===== src/sv/bcu_div.sv =====
module bcu_div #(
    parameter int NW  = 32,
    parameter int DW  = 17,
    parameter int SW  = 1,
    parameter int BPS = 4
) (
    input  logic          i_clk,
    input  logic          i_rst_n,
    input  logic          i_en,
    input  logic          i_valid,
    input  logic [NW-1:0] i_num,
    input  logic [DW-1:0] i_den,
    input  logic [SW-1:0] i_side,
    output logic          o_valid,
    output logic [NW-1:0] o_quo,
    output logic [SW-1:0] o_side
);

    localparam int NS = (NW + BPS - 1) / BPS;
    localparam int NP = NS * BPS;

    logic [DW-1:0] r_rem  [NS];
    logic [NP-1:0] r_num  [NS];
    logic [DW-1:0] r_den  [NS];
    logic [SW-1:0] r_side [NS];
    logic          r_vld  [NS];

    for (genvar k = 0; k < NS; k++) begin : g_st
        logic [DW-1:0] a_rem;
        logic [NP-1:0] a_num;
        logic [DW-1:0] a_den;
        logic [SW-1:0] a_side;
        logic          a_vld;
        logic [DW-1:0] n_rem;
        logic [NP-1:0] n_num;

        if (k == 0) begin : g_in
            assign a_rem  = '0;
            assign a_num  = NP'(i_num);
            assign a_den  = i_den;
            assign a_side = i_side;
            assign a_vld  = i_valid;
        end else begin : g_mid
            assign a_rem  = r_rem[k-1];
            assign a_num  = r_num[k-1];
            assign a_den  = r_den[k-1];
            assign a_side = r_side[k-1];
            assign a_vld  = r_vld[k-1];
        end

        // restoring steps: shift in a numerator bit, subtract when it fits
        always_comb begin
            logic [DW:0] v_t;
            n_rem = a_rem;
            n_num = a_num;
            for (int b = 0; b < BPS; b++) begin
                v_t = {n_rem, n_num[NP-1]};
                if (v_t >= {1'b0, a_den}) begin
                    n_rem = DW'(v_t - {1'b0, a_den});
                    n_num = {n_num[NP-2:0], 1'b1};
                end else begin
                    n_rem = v_t[DW-1:0];
                    n_num = {n_num[NP-2:0], 1'b0};
                end
            end
        end

        always_ff @(posedge i_clk) begin
            if (!i_rst_n) begin
                r_vld[k] <= 1'b0;
            end else if (i_en) begin
                r_vld[k] <= a_vld;
            end
        end

        always_ff @(posedge i_clk) begin
            if (i_en) begin
                r_rem[k]  <= n_rem;
                r_num[k]  <= n_num;
                r_den[k]  <= a_den;
                r_side[k] <= a_side;
            end
        end
    end

    assign o_valid = r_vld[NS-1];
    assign o_quo   = r_num[NS-1][NW-1:0];
    assign o_side  = r_side[NS-1];

endmodule

===== config.mk =====
export PLATFORM = sky130hd
export DESIGN_NAME = bcu_div
export DESIGN_NICKNAME = d
export VERILOG_FILES = /design/src/sv/bcu_div.sv
export SDC_FILE = /design/constraint.sdc
export NUM_CORES = 2
export LEC_CHECK = 0
export BUFFER_PORTS_ARGS = -buffer_cell sky130_fd_sc_hd__buf_2
export CAP_MARGIN = 20
export CORE_ASPECT_RATIO = 0.6
export CORE_MARGIN = 5
export CORE_UTILIZATION = 40
export DETAILED_ROUTE_END_ITERATION = 8
export GPL_ROUTABILITY_DRIVEN = 0
export PLACE_DENSITY = 0.52
export SETUP_SLACK_MARGIN = 0.4
export SLEW_MARGIN = 40
export SYNTH_ARGS = -nofsm -noshare
export SYNTH_HDL_FRONTEND = slang
export SYNTH_SLANG_ARGS = --single-unit

===== constraint.sdc =====
create_clock -name i_clk -period 29.5 [get_ports i_clk]
set_input_delay 4.425 -clock i_clk [delete_from_list [all_inputs] [get_ports i_clk]]
set_output_delay 4.425 -clock i_clk [all_outputs]
set_load 0.05 [all_outputs]

# After elaboration in Yosys (flattened, before gate mapping)
# Memories as Yosys holds them, arrays and structs flattened.
# Cells that the tools add are included.
# W data, S select, Z words.
[word_totals]
memories = 5
output_inout_bits = 34
ramBits = 544
elab_cells = 154
regBits = 0
in_bits = 54
[op_classes]
n_bitwise = 8
add_sub_neg = 32
magnitude_cmp = 32
n_mux = 77
[mem_list]
columns = ["name", "depth", "word_bits", "rd", "rd_ports_with_merged_regs", "wr", "line_no", "source"]
rows = [
  ["r_num", 8, 32, 8, 0, 8, "23", "logic [NP-1:0] r_num [NS];"],
  ["r_den", 8, 17, 7, 0, 8, "24", "logic [DW-1:0] r_den [NS];"],
  ["r_rem", 8, 17, 7, 0, 8, "22", "logic [DW-1:0] r_rem [NS];"],
  ["r_side", 8, 1, 8, 0, 8, "25", "logic [SW-1:0] r_side [NS];"],
  ["r_vld", 8, 1, 8, 0, 8, "26", "logic r_vld [NS];"],
]
[op_table]
columns = ["cell", "n"]
rows = [
  ["$ge A18 B17 Y1", 31],
  ["$mux W17", 32],
  ["$sub A17 B17 Y17", 31],
  ["$mux W1", 45],
  ["$ge A1 B17 Y1", 1],
  ["$sub A1 B17 Y17", 1],
  ["$or A1 B1 Y1", 8],
]

# Logic depth before layout (Yosys ltp)
# An unclocked memory read counts as a cell.
[logic_depth]
word_depth = 9
ltp_mapped = 53
ltp_nobuf = 48

# Least setup slack after synthesis
# Ideal clock, no wire load.
[synth_path]
path_type = "input -> register"
startpoint = "input port i_den[10]"
endpoint = "memory r_rem[0][12] (data pin)"
cell_stages = 44
required_time_ns = 29.239
path_buffers = 6
arrival_ns = 13.173
setup_ns = 0.261
slack_ns = 16.067
cell_sequence = "nor4_1 nand2_1 nor4_4 o2111a_2 clkbuf_1 and2_1 ha_1 a21o_1 a21o_1 a21o_1 a21oi_1 nand4_1 a211o_1 buf_6 clkbuf_1 o21ai_0 inv_1 fa_1 (+8 left out) or2_2 clkbuf_1 clkbuf_1 nand2_1 o21ai_0 ha_1 nor2b_1 o21ai_0 a21boi_0 o21ai_0 a21oi_1 o211ai_1 a41oi_1 or4_1 buf_4 nand2_8 inv_4 a221o_1"
[synth_rtl]
columns = ["item", "line_no", "source"]
rows = [
  ["from (decl)", "12", "input logic [DW-1:0] i_den,"],
  ["to (decl)", "22", ""],
]

==> impl_results.md <==
- Final wirelength: 132600 µm
- Yosys top cell area share: 33.77%
- Max clock buf depth: 3
- Reg2reg end: r_rem[2][2]$_DFFE_PP_
- Initial antenna violation count: 5
- Final Hold Viols: 0
- DR iter-0 viols: 3213
- First-pass GRT wire length: 200800 µm
- Hold buffers post-CTS: 0
- Worst Hold Launch: r_num[0][74]$_DFFE_PP_
- Final Setup Violations: 0
- Fillcell total: 10.73k
- # clock sinks: 510
- Multiplexer area fraction after synthesis: 7.198%
- Clock Skew: 0.04885 ns
- Share of post-route cells with drive strength above 1: 11.17%
- Vias in the first global route: 32.27k
- Die Span Y: 270.6 µm
- Seq/Total Area, Yosys: 33.81%
- Crit path max-delay family: compound AO/OA/AOI/OAI gates
- CTS H-tree lvls: 2
- Synth Area in XOR/XNOR: 7.314%
- Largest family of logic cells by synthesized area: compound AO/OA/AOI/OAI gates
- DR DRC count: 0
- Fmax: 66.91 MHz
- Clock Latency Late Sink: 0.68 ns
- Worst reg-to-reg setup slack: 15.14 ns
- Syn_nets: 5291
- Num CTS Buffers: 55
- # resized after CTS: 0
- Drt first pass iters: 6
- Max-slew violations: 0
- Mean area per synthesized cell: 9.676 µm²
- CP peak stage delay: 0.54 ns
- Library cells used by synthesis: 107
- Largest net degree at the start of global routing: 110
- Die width: 444.3 µm
- Port bufs: 87
- Vias: 35.90k
- Async set-reset flop share out of synthesis: 0%
- TritonCTS clock tree: yes
- DP Wirelength: 106500 µm
- Critical path capture point type: register
- Via/cell ratio: 5.675
- Post-synth EDFFs: 509
- Slowest cell on crit path: a211o_1
- Post-CTS Setup Repair Bufs: 0
- Setup CP Type: primary input to register
- RSZ-0062 raised after global routing: no
- Post-synthesis compound-gate area fraction: 18.37%
- Critical path arrival: 15.34 ns
- Main synth FF type: edfxtp_1
- FF+latch area: 0.01530 mm²
- WL/cell: 20.96 µm
- Status: finished, final reports clean
- Final net count: 5386
- Seq cells post-synth: 510
- Min Tclk post-route: 14.94 ns
- Post-Synthesis Cells: 4678
- Final ANT Viol Nets: 0
- Rows: 95
- Hold Path Sink: r_num[0][110]$_DFFE_PP_
- Max Cap Viol: 0
- Worst path most repeated cell: o21ai_0
- Sum Neg Setup Slack: 0 ns
- Slew margin rel.: 42.21%
- Post-synth design cell area: 0.04526 mm²
- Worst path bufs/invs: 4
- Clock root cell: clkbuf_16
- Core ar.: 0.1121 mm²
- Total grt overflow: 0
- CP required: 29.89 ns
- Crit-path max FO: 25
- Area delta synth->final: 9.310%
- Synth Area in Adders: 15.95%
- Startpoint Class: primary input
- Tightest Pin Transition: 0.8577 ns
- Area of the multi-input gates: 0.02836 mm²
- Tcrit/Tclk final: 50.66%
- Simple-gate area share of the yosys netlist: 13.64%
- Ranking of synthesized cells by area: edfxtp_1 34%, ha_1 15%, mux2_2 5.7%
- Hold path depth: 0
- Num ports: 88
- Yosys Warn Count: 0
- FF-to-FF path depth: 49
- Initial core utilization: 40.38%
- Cell taking the most area after synthesis: edfxtp_1
- GRT Overall Usage: 21.31%
- Die ar.: 0.1202 mm²
- Clock transition at the registers of the reported paths: 0.07 ns
- Crit Reg-Reg Startpoint: r_den[1][1]$_DFFE_PP_
- Worst setup startpoint: i_den[12]
- Worst hold path class: register to register
[cell usage in the layout, fill, tap and decap left out, types with 67 or more instances in the layout]
cell type	instances
o21a_1	75
nand2_1	295
nand3_1	80
nand2b_1	67
mux2_2	230
inv_1	335
nor3_1	101
ha_1	529
buf_2	86
nor2b_1	86
a21o_1	134
a21oi_1	376
nor2_1	306
xnor2_1	262
xor2_1	116
o21ai_0	279
edfxtp_1	509
nand4_1	78
[synth_stat cells, drive strengths merged (8+ instances only)]
library cell,number
nand2,297
a31oi,37
a2111oi,13
o31ai,36
a21o,134
a21boi,39
mux2i,51
nand2b,67
mux2,241
buf,41
or2,36
o211ai,31
o21bai,35
fa,30
or3,40
o31a,20
nor2b,87
xnor2,262
o21a,75
a221o,8
nand3b,11
nor2,306
o41ai,14
nor4,25
a41oi,12
xor2,116
ha,529
nand3,81
inv,344
clkbuf,35
o311ai,12
a211oi,39
and2,25
o21ai,284
o2111ai,10
nand4,78
edfxtp,509
nor3,102
and3,48
a211o,14
a21oi,379
o221ai,26
and4,8
[worst max-delay path by stage]
| stage | depth (start not counted) | end |
|---|---|---|
| 6_report | 40 | r_rem[0][12]$_DFFE_PP_ |
| 5_1_grt | 40 | r_rem[0][12]$_DFFE_PP_ |
| 4_1_cts | 40 | r_rem[0][12]$_DFFE_PP_ |
| 3_5_place_dp | 40 | r_rem[0][4]$_DFFE_PP_ |
| 3_3_place_gp | 40 | r_rem[0][12]$_DFFE_PP_ |
| 2_1_floorplan | 44 | r_rem[0][12]$_DFFE_PP_ |
[cell families (layout without fill, tap and decap cells)]
family	Yosys count	after routing
AND/OR/NAND/NOR	1239	1239
other	0	5
multiplexers	292	292
buffers and inverters	421	561
adder cells (fa/ha/maj)	559	559
flip-flops	510	510
XOR/XNOR	378	378
AO/OA/AOI/OAI	1279	1279
[registers in the layout, indices dropped and copies added, names as in the netlist]
signal,count
r_rem,119
r_num,256
r_den,119
r_vld,8
r_side,8
[per-stage QoR]
stage / cell area [µm²] / cells / worst slack (ns) / hold WS [ns] / util [%]
global route: 49480 / 6325 / 13.72 / 0.3834 / 44.14
CTS: 49420 / 6320 / 14.88 / 0.3727 / 44.09
detailed placement: 47470 / 6218 / 14.22 / 0.4045 / 42.35
global placement: 47440 / 6218 / 14.21 / 0.4003 / 42.33
finish: 49480 / 6326 / 14.56 / 0.3830 / 44.14
floorplan: 45260 / 4678 / 16.07 / 0.4003 / -
[final cells by class]
cell class | count | area share (%)
inverter | 345 | 2.622
timing repair buffer | 114 | 1.373
clock buffer | 60 | 2.820
sequential | 510 | 30.93
multi-input combinational | 3747 | 57.31
clock inverter | 42 | 1.115
antenna | 5 | 0.02529
tap | 1503 | 3.801
[metal layers]
layer / vias to the layer above / track usage (%) / part of all wire, %
met4: 0 / 2.481 / 0.93
met5: - / 0 / 0
met1: 17010 / 37.61 / 56
li1: 17720 / - / -
met2: 1085 / 24.27 / 33
met3: 83 / 6.162 / 9.8
[worst register-to-register path, delay by kind of cell (launching register included)]
| kind | cells | cell delay, ns |
|---|---|---|
| multiplexers | 2 | 0.38 |
| flip-flops | 1 | 0.63 |
| AND/OR/NAND/NOR | 8 | 2.29 |
| AO/OA/AOI/OAI | 25 | 7.05 |
| adder cells (fa/ha/maj) | 4 | 1.37 |
| buffers and inverters | 10 | 2.37 |
Power is left out: the tool's default activity adds up to more than one toggle a clock period on the data nets, which glitch-free logic cannot reach.
