<file path="src/sv/bcu_pkg.sv">
package bcu_pkg;

    typedef struct packed {
        logic [15:0] raw_temperature;
        logic [23:0] raw_pressure;
    } t_bcu_in;

    typedef struct packed {
        logic signed [15:0] temperature_tenths;
        logic signed [31:0] pressure_pa;
        logic               divide_fault;
    } t_bcu_out;

    typedef struct packed {
        logic [47:0] ac_first;
        logic [47:0] ac_second;
        logic [31:0] b_pair;
        logic [31:0] m_pair;
        logic [1:0]  oversampling;
    } t_bcu_cal;

    typedef enum logic [2:0] {
        REG_AC_FIRST  = 3'd0,
        REG_AC_SECOND = 3'd1,
        REG_B_PAIR    = 3'd2,
        REG_M_PAIR    = 3'd3,
        REG_OSS       = 3'd4
    } t_bcu_reg;

    localparam logic [1:0]         OSS_RESET   = 2'd3;
    localparam logic signed [29:0] B6_OFFSET   = 30'sd4000;
    localparam logic signed [29:0] T_ROUND     = 30'sd8;
    localparam logic [31:0]        X3_OFFSET   = 32'd32768;
    localparam logic signed [13:0] Y2_COEF     = -14'sd7357;
    localparam logic signed [12:0] Y1_COEF     = 13'sd3038;
    localparam logic [35:0]        P_OFFSET    = 36'd3791;
    localparam logic signed [29:0] T_MAX       = 30'sd32767;
    localparam logic signed [29:0] T_MIN       = -30'sd32768;

    // 50000 >> oss
    function automatic logic [15:0] oss_scale(input logic [1:0] oss);
        logic [15:0] v;
        case (oss)
            2'd0:    v = 16'd50000;
            2'd1:    v = 16'd25000;
            2'd2:    v = 16'd12500;
            default: v = 16'd6250;
        endcase
        return v;
    endfunction

endpackage

</file>
<file path="src/sv/bcu_regs.sv">
module bcu_regs
    import bcu_pkg::*;
(
    input  logic        i_clk,
    input  logic        i_rst_n,
    input  logic        psel,
    input  logic        penable,
    input  logic        pwrite,
    input  logic [5:0]  paddr,
    input  logic [63:0] pwdata,
    output logic [63:0] prdata,
    output logic        pready,
    output t_bcu_cal    o_cal
);

    t_bcu_cal r_cal;
    t_bcu_reg w_sel;

    assign w_sel  = t_bcu_reg'(paddr[5:3]);
    assign pready = 1'b1;
    assign o_cal  = r_cal;

    always_ff @(posedge i_clk) begin
        if (!i_rst_n) begin
            r_cal.ac_first     <= '0;
            r_cal.ac_second    <= '0;
            r_cal.b_pair       <= '0;
            r_cal.m_pair       <= '0;
            r_cal.oversampling <= OSS_RESET;
        end else if (psel && penable && pwrite) begin
            case (w_sel)
                REG_AC_FIRST:  r_cal.ac_first     <= pwdata[47:0];
                REG_AC_SECOND: r_cal.ac_second    <= pwdata[47:0];
                REG_B_PAIR:    r_cal.b_pair       <= pwdata[31:0];
                REG_M_PAIR:    r_cal.m_pair       <= pwdata[31:0];
                REG_OSS:       r_cal.oversampling <= pwdata[1:0];
                default: ;
            endcase
        end
    end

    always_comb begin
        case (w_sel)
            REG_AC_FIRST:  prdata = {16'd0, r_cal.ac_first};
            REG_AC_SECOND: prdata = {16'd0, r_cal.ac_second};
            REG_B_PAIR:    prdata = {32'd0, r_cal.b_pair};
            REG_M_PAIR:    prdata = {32'd0, r_cal.m_pair};
            REG_OSS:       prdata = {62'd0, r_cal.oversampling};
            default:       prdata = '0;
        endcase
    end

endmodule

</file>
<file path="config.mk">
export PLATFORM = sky130hd
export DESIGN_NAME = bcu_regs
export DESIGN_NICKNAME = d
export VERILOG_FILES = /design/src/sv/bcu_pkg.sv /design/src/sv/bcu_regs.sv
export SDC_FILE = /design/constraint.sdc
export NUM_CORES = 1
export LEC_CHECK = 0
export BUFFER_PORTS_ARGS = -buffer_cell sky130_fd_sc_hd__buf_2
export CAP_MARGIN = 0
export CORE_ASPECT_RATIO = 0.6
export CORE_MARGIN = 2
export CORE_UTILIZATION = 40
export CTS_CLUSTER_DIAMETER = 100
export DETAILED_ROUTE_END_ITERATION = 10
export PLACE_DENSITY = 0.73
export SYNTH_ARGS = -nofsm -noshare
export SYNTH_HDL_FRONTEND = slang
export SYNTH_SLANG_ARGS = --single-unit
</file>
<file path="constraint.sdc">
create_clock -name i_clk -period 1.6 [get_ports i_clk]
set_input_delay 0.32 -clock i_clk [delete_from_list [all_inputs] [get_ports i_clk]]
set_output_delay 0.32 -clock i_clk [all_outputs]
set_load 0.1 [all_outputs]
</file>
# ---- After elaboration in Yosys (flattened, before gate mapping)
# Index checks and enable logic that the tools add are counted.
dict set report word_totals {
  word_cells 18
  ff_bits 162
}
dict set report op_classes {
  mux 1
  n_eq_ne 4
  n_reduce_logical 8
}
# cell n
set op_table {}
lappend op_table {{$pmux 48 s5} 1}
lappend op_table {{$reduce_and 2->1} 5}
lappend op_table {{$eq 3x2->1 const B} 2}
lappend op_table {{$eq 3x1->1 const B} 1}
lappend op_table {{$eq 3x3->1 const B} 1}
lappend op_table {{$logic_not 3->1} 1}
lappend op_table {{$logic_and 1x1->1} 2}

# ---- Depth between registers and ports, before layout
# Gate-level depths: netlist of run 1.
dict set report depth {
  ltp_word 3
  ltp_mapped 6
}

# ---- Least setup slack after synthesis of run 1
# No wires, ideal clock.
dict set report synth_path {
  kind {reg2out}
  from {register r_cal, in the netlist o_cal[2]}
  to {output port prdata[0]}
  path_slack_ns -1.556
  path_buffers 0
  arrival_time_ns 2.836
  stages_incl_launch_ff 4
  path_cell_list {dfxtp_1 > mux2_2 > a22oi_1 > o22ai_1}
}
dict set report synth_via {
  elab_chain_len 1
}
# element line_no
set synth_rtl {}
lappend synth_rtl {{start: declaration} bcu_regs.sv:16} ;# t_bcu_cal r_cal;
lappend synth_rtl {{$pmux 48 s5} bcu_regs.sv:43} ;# case (w_sel)
lappend synth_rtl {{end: declaration} bcu_regs.sv:11} ;# output logic [63:0] prdata,
# Every way passes these cells.

# ---- Final worst setup path of run 1
dict set report layout_path {
  from {register r_cal, in the netlist o_cal[27]}
  to {output port prdata[25]}
}
# Same word-level chain as after synthesis.

==> results.py, run 1 <==
metrics = {
    "grt": {
        "grt_max_degree": 50,
        "grt.total_usage_pct": 23.9,
        "antenna_found_initial": 4,
        "grt_pass1_wl_um": 35900,
        "grt_pass1_vias": 6474,
        "overflow": 0,
    },
    "clock_tree": {
        "clkSinkCount": 162,
        "cts_tree": "built",
        "cts_hold_buf": 0,
        "clkLatencyLatePin_ns": 0.41,
        "root_buffer": "clkbuf_16",
        "clk_pin_slew_ns": 0.07,
        "h-tree-depth": 4,
        "cts-buffers-inserted": 17,
        "cts_buffer_depth": 2,
    },
    "timing": {
        "fin_ws_ns": -0.277,
        "hold_violations": 0,
        "period_share_pct": 117,
        "fmax_ghz": 0.533,
        "rsz0062_at_grt": "true",
        "slew_headroom_pct": 62.7,
        "worst_pin_slew_ns": 0.560,
        "fin_tns_setup_ns": -7.93,
        "report.final.setup_viol": 32,
        "finalHoldWorstSlack_ns": 0.150,
        "skew_ns": 0,
        "slew_violations": 0,
        "min_period_ns": 1.88,
    },
    "power_and_ir_drop": {
        "p_leak_nw": 4.87,
        "power_density_nw_per_um2": 732,
        "vdd_ir_drop_max_uv": 582,
        "total_power_mw": 8.95,
    },
    "status": {
        "status": "finished with violations",
        "violations": "negative setup slack",
    },
    "worst_hold_path": {
        "hold_depth": 2,
        "worst_hold_path.endpoint": "o_cal[1]",
        "min_from": "pwdata[1]",
        "hp-class": "in -> reg",
    },
    "synth": {
        "async_flop_share_pct": 0,
        "yosys.area_share.xor_xnor_pct": 0,
        "ys_seq_area_share_pct": 44.0,
        "synth_top_area_share_pct": 44.0,
        "synth_ff_type": "dfxtp_1",
        "yosys.area_share.adder_pct": 0,
        "syn_avg_cell_area_um2": 10.2,
        "synth_compound_area_share_pct": 1.05,
        "synthSimpleGateAreaFrac_pct": 15.3,
        "synth-edff-count": 0,
        "synth_top_family_by_area": "multiplexers",
        "synth.area.mux_share_pct": 33.4,
        "synthesis.area_um2": 7370,
        "yosys_register_bits": 162,
        "ys_top_cells_by_area": "dfxtp_1 (44%), mux2i_1 (24%), nand2_1 (11%)",
        "synth-warning-count": 0,
        "ys_types": 26,
        "syn_inst": 723,
        "synth_largest_area_cell": "dfxtp_1",
    },
    "setup_path": {
        "crit_fanout": 2,
        "arrival_ns": 1.56,
        "r2r-end": "o_cal[22]",
        "cp_slowest_stage_delay_ns": 0.47,
        "setup.worst_path.class": "reg -> out",
        "path_cells": "mux4_2 -> nor2b_4 -> buf_12",
        "cp.required_ns": 1.28,
        "critPathLaunchType": "flip-flop",
        "r2r_slack_ns": 0.74,
        "critical-path-slowest-cell": "mux4_2",
        "end_kind": "output pin",
        "timing.rr.start": "o_cal[22]",
        "rr_worst_depth": 4,
    },
    "floorplanning": {
        "die-area_um2": 19600,
        "fp.coreArea_um2": 18100,
        "row_count": 38,
        "dieWidth_um": 179,
        "die_h_um": 109,
        "start_util_pct": 40.8,
        "ios": 302,
    },
    "placed_design": {
        "port_buffers": 265,
        "dpl.cell_count": 1212,
        "place_area_um2": 10800,
        "hpwl_um": 16300,
        "post-place-ws_ns": -0.292,
        "gp_congestion": 0.790,
    },
    "route": {
        "ant_nets": 0,
        "routedWlPerCell_um": 18.2,
        "drc": 0,
        "routed_wl_um": 23800,
        "vias": 6617,
        "viasPerCell": 5.06,
        "drtIter0Drc": 371,
        "firstDrtPassIters": 5,
    },
    "layout": {
        "instances_no_fill": 1309,
        "fin_util_pct": 67.7,
        "syn2layout_area_growth_pct": 65.9,
        "drive_gt1_share_pct": 63.0,
        "largest_reg_flops": 162,
        "nFillCells": 1370,
        "finalInstanceArea_um2": 12200,
        "nets": 1128,
        "layout_commonest_cell": "nand2_1",
        "layout_common_cells": "nand2_1 (209), mux2i_1 (161), buf_2 (155)",
    },
    "job": {
        "cap_viol_max_count": 0,
    },
}
## synthesized netlist by cell type, types with 2 or more instances
cell,n
nand2_1,209
mux2i_1,176
dfxtp_1,162
nor2b_1,32
mux4_2,30
buf_4,28
clkbuf_1,23
nor2_1,17
buf_2,15
buf_6,7
a22oi_1,4
a211o_1,2
conb_1,2
mux2_2,2
o22ai_1,2
o31a_1,2
## per-layer routing
layer / track usage, % / part of all wire (%) / up-vias
met4: 5.76 / 1.3 / 2
li1: - / - / 3093
met1: 32.4 / 44 / 3229
met3: 5.89 / 8.0 / 27
met5: 0 / 0.029 / -
met2: 38.4 / 47 / 266
## kinds of logic after synthesis
logic type             after synthesis
AOI/OAI and AO/OA                   10
buffers and inverters               75
DFF                                162
muxes                              208
other                                2
and+or+nand+nor                    266
## final cells by class
class / count / area [µm²] / area share (%)
multi-input combinational: 501 / 4350 / 35.5
timing repair buffer: 370 / 3270 / 26.8
clock inverter: 12 / 93.8 / 0.768
inverter: 1 / 3.75 / 0.0307
clock buffer: 20 / 458 / 3.75
sequential: 162 / 3750 / 30.6
antenna: 3 / 7.51 / 0.0614
tap: 240 / 300 / 2.46
## what timing repair did
action	in CTS	in global routing
endpoints found under the setup margin	48	47
buffers inserted	54	8
cloned	1	0
pin swaps	7	3
gates resized for setup	85	19
## worst max-delay path by stage
stage	from	end	slack, ns	cells past startpoint
floorplan	paddr[3]	prdata[0]	-0.28	6
detailed placement	paddr[3]	prdata[0]	-0.29	7
global placement	paddr[3]	prdata[0]	-0.27	7
CTS	o_cal[28]	prdata[26]	-0.29	3
finish	o_cal[27]	prdata[25]	-0.28	3
global route	o_cal[27]	prdata[25]	-0.32	3
## worst max-delay path: cells and delay by family (launching register included)
kind | cells | cell delay, ns
multiplexers | 1 | 0.47
AND/OR/NAND/NOR | 1 | 0.15
buffers and inverters | 1 | 0.19
flip-flops | 1 | 0.34
## report_power, final
part	switching [mW]	internal [mW]	leakage (nW)
Combinational	0.852	0.353	3.17
Clock	1.74	2.11	0.280
Sequential	0.0258	3.87	1.42
Total	2.61	6.34	4.87
(Power assumes the default switching activity.)
==> run 2, diff against run 1 <==
ABC_AREA = 1   (was unset)
PLACE_DENSITY = 0.72   (was 0.73)
==> run 2 against run 1 <==
Against the previous run: highest routed layer is now met4; critical path type is now in -> out; setup slack gained 0.096 ns; the flow still finishes with violations (negative setup slack); register-to-register slack gained 0.20 ns; critical endpoint is now prdata[3]; clock skew is the same; global-route usage grew 3.7 points; design area grew 13%.
==> results.py, run 2 <==
metrics = {
    "status": {
        "status": "finished with violations",
        "violations": "negative setup slack",
    },
    "clock_tree": {
        "clkSinkCount": 162,
        "cts-buffers-inserted": 17,
        "cts_buffer_depth": 2,
        "cts_tree": "built",
        "clkLatencyLatePin_ns": 0.42,
        "clk_pin_slew_ns": 0.07,
        "cts_hold_buf": 0,
        "root_buffer": "clkbuf_16",
        "h-tree-depth": 4,
    },
    "synth": {
        "synth_commonest_cells": "nand2_1 (466), nor2_1 (324), dfxtp_1 (162)",
        "yosys.cell_count.top_type": "nand2_1",
        "syn_inst": 1317,
        "synth_ff_type": "dfxtp_1",
        "synth-warning-count": 0,
        "synth_top_area_share_pct": 40.2,
        "ys_seq_area_share_pct": 40.2,
        "synth-edff-count": 0,
        "synth_largest_area_cell": "dfxtp_1",
        "yosys_register_bits": 162,
        "async_flop_share_pct": 0,
        "syn_avg_cell_area_um2": 6.12,
        "synthesis.area_um2": 8060,
        "ys_types": 18,
        "ys_top_cells_by_area": "dfxtp_1 (40%), nand2_1 (22%), nor2_1 (15%)",
    },
    "setup_path": {
        "cp-startpoint": "paddr[5]",
        "setup.worst_path.class": "in -> out",
        "timing.rr.start": "o_cal[110]",
        "critPathLaunchType": "input port",
        "crit_fanout": 6,
        "arrival_ns": 1.46,
        "r2r-end": "o_cal[110]",
        "r2r_slack_ns": 0.94,
        "rr_worst_depth": 2,
        "end_kind": "output pin",
        "cp.required_ns": 1.28,
        "critPathCapture": "prdata[3]",
    },
    "layout": {
        "layout_commonest_cell": "nor2_1",
        "nFillCells": 1608,
        "layout_common_cells": "nor2_1 (321), nand2_1 (311), buf_2 (198)",
        "drive_gt1_share_pct": 48.9,
        "ff_latch_area_um2": 3450,
        "multiInputGateArea_um2": 5300,
        "largest_reg_flops": 162,
        "syn2layout_area_growth_pct": 71.8,
        "nets": 1701,
    },
    "timing": {
        "report.final.setup_viol": 48,
        "hold_violations": 0,
        "finalHoldWorstSlack_ns": 0.127,
        "min_period_ns": 1.78,
        "fin_ws_ns": -0.182,
        "slew_violations": 0,
        "slew_headroom_pct": 64.8,
        "fmax_ghz": 0.561,
        "worst_pin_slew_ns": 0.531,
        "skew_ns": 0,
        "rsz0062_at_grt": "true",
        "period_share_pct": 111,
    },
    "route": {
        "drc": 0,
        "drtIter0Drc": 719,
        "routedWlPerCell_um": 16.2,
        "routed_wl_um": 31000,
        "ant_nets": 0,
        "vias": 9348,
        "firstDrtPassIters": 5,
        "viasPerCell": 4.89,
    },
    "power_and_ir_drop": {
        "total_power_mw": 9.96,
        "p_sw_share_pct": 31.5,
        "p_seq_share_pct": 41.7,
        "p_sw_mw": 3.13,
        "power_frac_clock_pct": 40.2,
        "combPwrFrac_pct": 18.1,
        "vdd_ir_drop_max_uv": 694,
        "p_int_mw": 6.82,
        "p_leak_nw": 6.95,
        "power_density_nw_per_um2": 719,
    },
    "grt": {
        "use_met3_pct": 6.80,
        "grt_pass1_vias": 8269,
        "overflow": 0,
        "grt_pass1_wl_um": 45800,
        "use_met1_pct": 37.9,
        "grt_max_degree": 56,
        "antenna_found_initial": 1,
        "grt.total_usage_pct": 27.5,
        "met2_usage_pct": 43.1,
        "grt-busiest-layer": "met2",
    },
    "floorplanning": {
        "fp.coreArea_um2": 19900,
        "start_util_pct": 40.6,
        "ios": 302,
        "die-area_um2": 21300,
        "row_count": 40,
        "dieWidth_um": 187,
        "die_h_um": 114,
    },
    "worst_hold_path": {
        "hp-class": "in -> reg",
    },
    "placed_design": {
        "gp_congestion": 0.858,
        "post-place-ws_ns": -0.273,
        "hpwl_um": 18200,
        "port_buffers": 265,
    },
    "job": {
        "cap_viol_max_count": 0,
    },
}
[run 2: worst min-delay path by stage]
stage	from	end	slack [ns]	cells after the start
floorplan	pwdata[0]	o_cal[0]	0.45	2
global placement	o_cal[0]	o_cal[0]	0.45	2
detailed placement	o_cal[0]	o_cal[0]	0.46	2
CTS	pwdata[1]	o_cal[1]	0.11	3
global route	pwdata[1]	o_cal[1]	0.15	3
finish	pwdata[1]	o_cal[1]	0.13	3
[run 2: power by group through the flow]
stage / clock [mW] / combinational (mW) / sequential, mW
after floorplan: 0 / 0.778 / 4.60
after global placement: 0 / 1.48 / 4.23
after detailed placement: 0 / 1.49 / 4.23
after CTS: 4.02 / 1.70 / 4.14
after global routing: 4.24 / 1.89 / 4.15
final: 4.00 / 1.80 / 4.15
[run 2: timing repair]
| item | in CTS | in global routing |
|---|---|---|
| gates resized for setup | 120 | 158 |
| setup buffers | 24 | 20 |
| pin swaps | 28 | 48 |
| setup endpoints to repair | 48 | 49 |
| endpoints found under the hold margin | 0 | 0 |
| gates cloned | 14 | 5 |
[run 2: worst max-delay path, stage by stage]
cell      delay [ns]
buf_8           0.11
clkinv_8        0.06
nand2_4         0.05
nor2_4          0.11
buf_6           0.17
buf_12          0.13
buf_8           0.12
nand2_2         0.06
nand2_2         0.06
inv_2           0.06
nand2_8         0.05
buf_12          0.16
[run 2: cells by family (layout without fill, tap and decap cells)]
| logic type | count (synthesis) | in the layout | share of synthesized area [%] |
|---|---|---|---|
| AND/OR/NAND/NOR | 941 | 941 | 46.7 |
| buffers and inverters | 212 | 519 | 13.0 |
| flip-flops | 162 | 162 | 40.2 |
| other | 2 | 18 | 0.0932 |
[run 2: metal layers]
layer  vias to the layer above  routed length (µm)  part of all wire (%)
met5                         -                   0                     0
met4                         0                 557                   1.8
met3                        40                3010                   9.7
met2                       434               14000                    45
met1                      4323               13500                    43
li1                       4551                   -                     -
[run 2: area by class of cell]
class	instances	share of cell area, %
flip-flops and latches	162	24.9
well taps	273	2.47
diodes	1	0.0181
clock inverters	11	0.678
multi-input cells	958	38.2
clock buffers	21	3.47
inverters	113	3.46
repair buffers	374	26.8
[run 2: stage by stage]
stage               cell area [µm²]  utilization, %  setup TNS [ns]  instances
floorplan                      9240               -          -0.722       1332
global placement              11700            58.8           -9.18       1822
detailed placement            11700            58.8          -10.41       1822
CTS                           13200            66.4           -6.93       1892
global route                  13800            69.7           -8.06       1912
finish                        13800            69.7           -5.71       1913
